==> src/rtl/ssmq_ram.sv <==
`default_nettype none
module ssmq_ram #(
    parameter int DATA_W = 8,
    parameter int ADDR_W = 6
) (
    input  wire logic              aclk,
    input  wire logic              wr_en,
    input  wire logic [ADDR_W-1:0] wr_addr,
    input  wire logic [DATA_W-1:0] wr_data,
    input  wire logic              rd_en,
    input  wire logic [ADDR_W-1:0] rd_addr,
    output logic      [DATA_W-1:0] rd_data
);

    logic [DATA_W-1:0] mem [0:(1 << ADDR_W) - 1];

    always_ff @(posedge aclk) begin
        if (wr_en) begin
            mem[wr_addr] <= wr_data;
        end
    end

    always_ff @(posedge aclk) begin
        if (rd_en) begin
            rd_data <= mem[rd_addr];
        end
    end

endmodule
`default_nettype wire

==> config.mk <==
export PLATFORM = sky130hd
export DESIGN_NAME = ssmq_ram
export DESIGN_NICKNAME = d
export VERILOG_FILES = /design/src/rtl/ssmq_ram.sv
export SDC_FILE = /design/constraint.sdc
export NUM_CORES = 1
export LEC_CHECK = 0
export BUFFER_PORTS_ARGS = -buffer_cell sky130_fd_sc_hd__buf_2
export CORE_MARGIN = 4
export CORE_UTILIZATION = 30
export CTS_BUF_LIST = sky130_fd_sc_hd__clkbuf_4 sky130_fd_sc_hd__clkbuf_8
export DETAILED_ROUTE_END_ITERATION = 10
export SYNTH_ARGS = -nofsm -noshare
export SYNTH_HDL_FRONTEND = slang
export SYNTH_SLANG_ARGS = --single-unit
==> constraint.sdc <==
create_clock -name aclk -period 3.2 [get_ports aclk]
set_input_delay 0.96 -clock aclk [delete_from_list [all_inputs] [get_ports aclk]]
set_output_delay 0.96 -clock aclk [all_outputs]
set_load 0.02 [all_outputs]
## Yosys cells after proc, flatten, opt, wreduce, memory -nomap -nowiden

Memory sizes are Yosys's and may differ from the RTL's. A register that Yosys moved wholly into a read port is not among the register bits.
Cells that the tools add are included.

| operators by class | value |
|---|---|
| add/subtract/negate cells | 0 |
| multiply operators | 0 |
| div/mod/pow operators | 0 |
| $lt $le $gt $ge | 0 |
| eq/ne operators | 0 |
| shifts and indexed selects | 0 |
| mux-type cells | 2 |
| bitwise operators | 0 |
| reductions and logical operators | 0 |

Operators with widths:

| kind | number |
|---|---|
| 1-bit 2-to-1 mux | 2 |

| word-level totals | value |
|---|---|
| register bits after elaboration | 0 |
| latch bits | 0 |
| memory bits (writable) | 512 |
| bits in read-only memories | 0 |
| input port bits | 23 |
| output and inout bits | 8 |
| logic and storage cells | 3 |
| memories kept | 1 |

Memory list:

| name | depth | width | read ports | clocked after Yosys merged registers in | wr ports | line | source |
|---|---|---|---|---|---|---|---|
| mem | 64 | 8 | 1 | 1 | 1 | 15 | `logic [DATA_W-1:0] mem [0:(1 << ADDR_W) - 1];` |

## Longest topological paths before layout

Gate-level depths: netlist of the first run.

| logic depth | value |
|---|---|
| word-level depth | 2 |
| mapped depth | 9 |
| mapped depth without buffers | 5 |

## Least setup slack after synthesis of the first run

Ideal clock, no wire load.

| timing | value |
|---|---|
| path kind | input port to flip-flop |
| start | input port rd_addr[1] |
| end | register rd_data[3], read port of mem, data pin |
| setup time | 0.266 ns |
| data arrival time | 2.500 ns |
| data required time | 2.934 ns |
| slack | 0.434 ns |
| stages | 7 |
| path buffers | 3 |
| cells stage by stage | buf_4 -> buf_2 -> buf_2 -> mux4_2 -> mux4_2 -> o21ai_1 -> o41ai_1 |

RTL lines:

| item | line | source |
|---|---|---|
| start: declaration | 11 | `input wire logic [ADDR_W-1:0] rd_addr,` |
| end: declaration | 12 | `output logic [DATA_W-1:0] rd_data` |

==> run metrics, run 1 <==
synth warn 0; share of layout cells above drive strength 1 35.9%; f_max around 380 MHz; skew final about 0.024 ns; Initial DRC Count 862; Routability Congestion roughly 0.79; Detail Placement HPWL 30.2 mm; Starting Density 30.5%; clk sinks 520; ANT nets after route 0; Vias/cell slightly below 5; cts hold-fix bufs 0; RSZ-0062 raised after global routing false; Die ar. 71700 um^2; post-cts sizing count 0; worst hold path type primary input to flip-flop; port bufs 30; flops & latches, synth 520; clock root buffer clkbuf_8; final wirelength roughly 47 mm; vias in the first global route 10600; Synth Area per Inst 21.5 um^2; worst slew pin tran 0.904 ns; Post-synth EDFFs 520; max cap viols 0; Post-CTS Setup Inserts 0; post-synthesis sequential area ratio 77.1%; Max clock buf depth 3; period utilisation layout 81.8%; Post-Syn Area 20200 um^2; Clk Latency, worst-skew pair 0.64 ns; Critical Path AT around 3.0 ns; CP startpoint kind primary input; die extent in y 268 um; Die Width 268 um; maximum VDD drop 274 uV; fraction of registers with async set/reset 0%; TritonRoute pass-1 iters 7; area grow syn2layout 17.9%; FP Rows 94; CTS tree yes; Worst Path Required 3.56 ns; Slew HR about two fifths; total clock buffers created by CTS 80; worst hold slack 0.703 ns; via count 10100; Netlist cell types 39; final setup fails 0; Nets 1163; initial antenna violation count 5; Max H-tree Level 3; Max Slew Vio Count 0; # placed instances 1922; Finished Layout Cells 2069; most frequent cells in the layout edfxtp_1 (520), buf_4 (131), mux4_2 (126); Reg clk slew, reported paths 0.06 ns; drt wl/cell around 23 um; Setup CP Type primary input to flip-flop; Critical Path Fanout Max 34; leading register cell type out of synthesis edfxtp_1; status finished clean; Mapped Cells 940; Worst Setup End Kind flip-flop; sequential cell area 15600 um^2; Syn Nets 963; first-pass GRT wire length 69.8 mm; # IOs 31; final hold vios 0; core area 66300 um^2; Power Dens Cells 569 nW/um^2; All-Layer GR Usage 13.2%; Leak 0.00765 uW; largest net degree at the start of global routing between 60 and 70; number of remaining DRC errors 0; Fillers between 6000 and 7000; footprint of the multi-input gates 4320 um^2; most common cell after layout, fill and taps aside edfxtp_1; total grt overflow 0; min Tclk post-route about 2.6 ns
==> worst max-delay path, stage by stage <==
cell and delay [ns]:
clkbuf_8 0.16, buf_12 0.26, mux4_2 0.54, mux2_2 0.28, o221a_2 0.27, nor3_1 0.32, o32ai_1 0.13
==> per-layer routing <==
layer | share of wire, % | GRT usage (%) | up-vias
li1 | - | - | 4350
met3 | 7.6 | 3.10 | 81
met5 | 0.12 | 0 | -
met2 | 47 | 20.5 | 379
met4 | 2.9 | 5.10 | 8
met1 | 42 | 18.2 | 5244
==> power by group <==
part           switching (uW)  internal [uW]
sequential               15.6           7560
combinational             450            310
clock                    2470           2790
total                    2940          10700
==> cells in the mapped netlist (3+ instances only) <==
master,n,area share [%]
buf_6,4,0.22
buf_2,11,0.27
mux2_2,13,0.72
clkbuf_1,17,0.32
nand3_1,13,0.32
mux4_2,126,14
buf_1,4,0.074
a22oi_1,3,0.11
edfxtp_1,520,77
a211oi_1,4,0.15
a221oi_1,6,0.26
a21oi_1,3,0.074
o2111ai_1,3,0.13
buf_4,13,0.48
o22ai_1,8,0.25
nand3b_1,3,0.11
o221ai_1,8,0.35
nor2_1,83,1.5
nor3_1,7,0.17
nand2_1,19,0.35
nand2b_1,7,0.22
o2bb2ai_1,3,0.13
mux2i_1,23,1.1
nor2b_1,14,0.43
==> path summary, 6_finish.rpt <==
path                   start         end  slack, ns  cells past startpoint
hold / removal         rd_en  rd_data[3]       0.70                      1
hold reg to reg   mem[30][4]  rd_data[4]       0.94                      3
setup reg to reg   mem[3][0]  rd_data[0]       1.05                      5
setup / recovery  rd_addr[0]  rd_data[4]       0.58                      7
==> registers in the layout, summed over array words and instances (netlist names) <==
register	count
mem	512
rd_data	8
==> cell type report <==
| cell class | count | share of cell area, % |
|---|---|---|
| clock buffer | 107 | 5.59 |
| antenna | 2 | 0.0210 |
| tap | 864 | 4.53 |
| clock inverter | 38 | 0.817 |
| multi-input combinational | 369 | 18.1 |
| sequential | 520 | 65.4 |
| timing repair buffer | 169 | 5.58 |
==> cells by family after synthesis <==
group	synth area share (%)
AOI/OAI and AO/OA	2.06
buffers and inverters	1.56
DFF	77.1
muxes	15.9
and+or+nand+nor	3.37
==> metrics by stage <==
step	TNS (ns)	cell area, um^2	setup slack, ns	total power, uW	utilization (%)
3_3_place_gp	-0.0993	22300	-0.0413	8470	33.7
4_1_cts	0	23900	0.642	13800	36.0
5_1_grt	0	23900	0.526	14100	36.0
6_report	0	23900	0.583	13600	36.0
2_1_floorplan	0	20200	0.434	8120	-
3_5_place_dp	-0.0915	22300	-0.0355	8480	33.7
No activity file was read; power rests on OpenSTA's default activity.
==> inputs of run 2 (changes only) <==
==> constraint.sdc (replaced) <==
create_clock -name aclk -period 2.1 [get_ports aclk]
set_input_delay 0.63 -clock aclk [delete_from_list [all_inputs] [get_ports aclk]]
set_output_delay 0.63 -clock aclk [all_outputs]
set_load 0.02 [all_outputs]
==> run 2 against run 1 <==
  * Die area unchanged
  * Non-clock buffer count increased by 22
  * Sequential share of layout area decreased by 1.0 points
==> run metrics, run 2 (synthesized netlist as in run 1, its figures left out) <==
Comb power frac 5.8% (+0.2 points); final wirelength 48.3 mm (+2.9%); crit path cell chain mux4_2 -> mux2_4 -> o221a_4 -> nor3_2 -> buf_4 -> o32ai_2; clock root buffer clkbuf_8; clock network power share 40.0% (+1.3 points); CP startpoint kind flip-flop; final hold vios 0 (unchanged); Buffers & Inverters on Critical Path 1 (-1); period utilisation layout a little over nine tenths; Worst Path Required 2.48 ns (-1.08 ns); area grow syn2layout 19.9%; f_max 487 MHz; Max H-tree Level 3 (unchanged); skew final 0.0223 ns (-0.00213 ns); Die Width 268 um (unchanged); # IOs 31 (unchanged); Max clock buf depth 3 (unchanged); Reg clk slew, reported paths 0.06 ns (about the same); Nets 1189 (+2.2%); final setup fails 0 (unchanged); FP Rows 94 (unchanged); Initial DRC Count 1114 (+29%); RSZ-0062 raised after global routing true; status finished clean; Critical Path AT 2.44 ns (-0.53 ns); Slew HR 17.2% (-23 points); Reg with most FFs mem; total clock buffers created by CTS 84 (+5.0%); Starting Density 30.5% (unchanged); die extent in y 268 um (unchanged); drt wl/cell 23.1 um (+1.8%); final core utilization 36.6% (+0.59 points); worst slew pin tran 1.24 ns (+0.338 ns); largest net degree at the start of global routing 65 (unchanged); worst hold path type primary input to flip-flop; initial antenna violation count 3 (-2); ANT nets after route 0 (unchanged); max reg flops 512 (unchanged); Routability Congestion 0.780 (-1.8%); first-pass GRT wire length 71.5 mm (+2.4%); total grt overflow 0 (unchanged); Tot Pwr 21300 uW (+57%); Power Dens Cells 879 nW/um^2 (+54%); P_int 16700 uW (+56%); Clk Latency, worst-skew pair 0.65 ns (about the same); maximum VDD drop 351 uV (+28%); Setup CP Type flip-flop to flip-flop; Switch Pwr 4650 uW (+58%); vias in the first global route 10800 (+2.5%); cts hold-fix bufs 0 (unchanged); Switching Fraction 21.8% (+0.18 points); Max Slew Vio Count 0 (unchanged); Vias/cell 4.90 (+0.75%); clk sinks 520 (unchanged); TritonRoute pass-1 iters 5 (-2); crit-path max cell delay 0.48 ns (-0.06 ns); max cap viols 0 (unchanged); Critical Path Fanout Max 1 (-97%); core area 66300 um^2 (unchanged); Fillers 6097 (-0.93%); Detail Placement HPWL 30.4 mm (+0.71%); share of layout cells above drive strength 1 38.6% (+2.7 points); Seq pwr share 54.2% (-1.5 points); Max stage delay cell, worst path mux4_2; most frequent cells in the layout edfxtp_1 (520), buf_4 (150), mux4_2 (126); number of remaining DRC errors 0 (unchanged); Top Registers mem (512), rd_data (8); port bufs 30 (unchanged); min Tclk post-route 2.05 ns; CTS tree yes; Leak 0.00784 uW (+2.5%); most common cell after layout, fill and taps aside edfxtp_1; Post-CTS Setup Inserts 0 (unchanged); Worst Setup End Kind flip-flop; Worst path top cell family by delay multiplexers; via count 10300 (+1.9%); All-Layer GR Usage 13.6% (+0.39 points); Die ar. 71700 um^2 (unchanged)
run 2: cell types whose count changed in the layout (fill, tap and decap cells not counted), moves of 4 or more:
cell and change:
clkbuf_4 +4, clkinvlp_4 +4, nor3_1 -4, clkinv_1 -9
buf_4 +19, nor3_2 +4
run 2: path summary, 6_finish.rpt:
check               end  depth (start not counted)  slack (ns)        from
max reg2reg  rd_data[6]                          6        0.05  mem[21][6]
min reg2reg  rd_data[6]                          3        0.92  mem[31][6]
max          rd_data[6]                          6        0.05  mem[21][6]
min          rd_data[0]                          1        0.36       rd_en
run 2: final cells by class:
| class | count | area (um^2) | area share, % |
|---|---|---|---|
| tap | 864 | 1080 | 4.45 |
| sequential | 520 | 15600 | 64.3 |
| clock buffer | 112 | 1380 | 5.68 |
| antenna | 1 | 2.50 | 0.0103 |
| clock inverter | 35 | 251 | 1.04 |
| timing repair buffer | 191 | 1540 | 6.36 |
| multi-input combinational | 369 | 4400 | 18.1 |
run 2: timing repair:
action,CTS,global route
pin swaps,0,2
endpoints found under the setup margin,4,8
gates resized for setup,5,13
run 2: metrics by stage:
stage	instance area (um^2)	TNS, ns	hold slack (ns)	cells	worst slack [ns]
CTS	24200	0	0.303	2091	0.0104
floorplan	20300	-1.68	0.729	940	-0.215
global route	24300	-0.0390	0.322	2092	-0.0218
finish	24300	0	0.362	2092	0.0465
detailed placement	22500	-5.57	0.921	1944	-0.763
global placement	22500	-5.38	0.889	1944	-0.758
run 2: per-layer routing:
metal / wire [um] / global-route usage, % / share of wire, %
met1: 20200 / 18.2 / 42
met2: 23400 / 22.1 / 48
met3: 3330 / 2.87 / 6.9
met4: 1350 / 5.01 / 2.8
met5: 32 / 0 / 0.066
run 2: power groups by stage:
stage                     combinational [uW]  clock [uW]  sequential [uW]
after floorplan                          621           0            11800
after global placement                  1210           0            11800
after detailed placement                1230           0            11800
after CTS                               1240        8760            11600
after global routing                    1330        9300            11500
final                                   1240        8540            11600
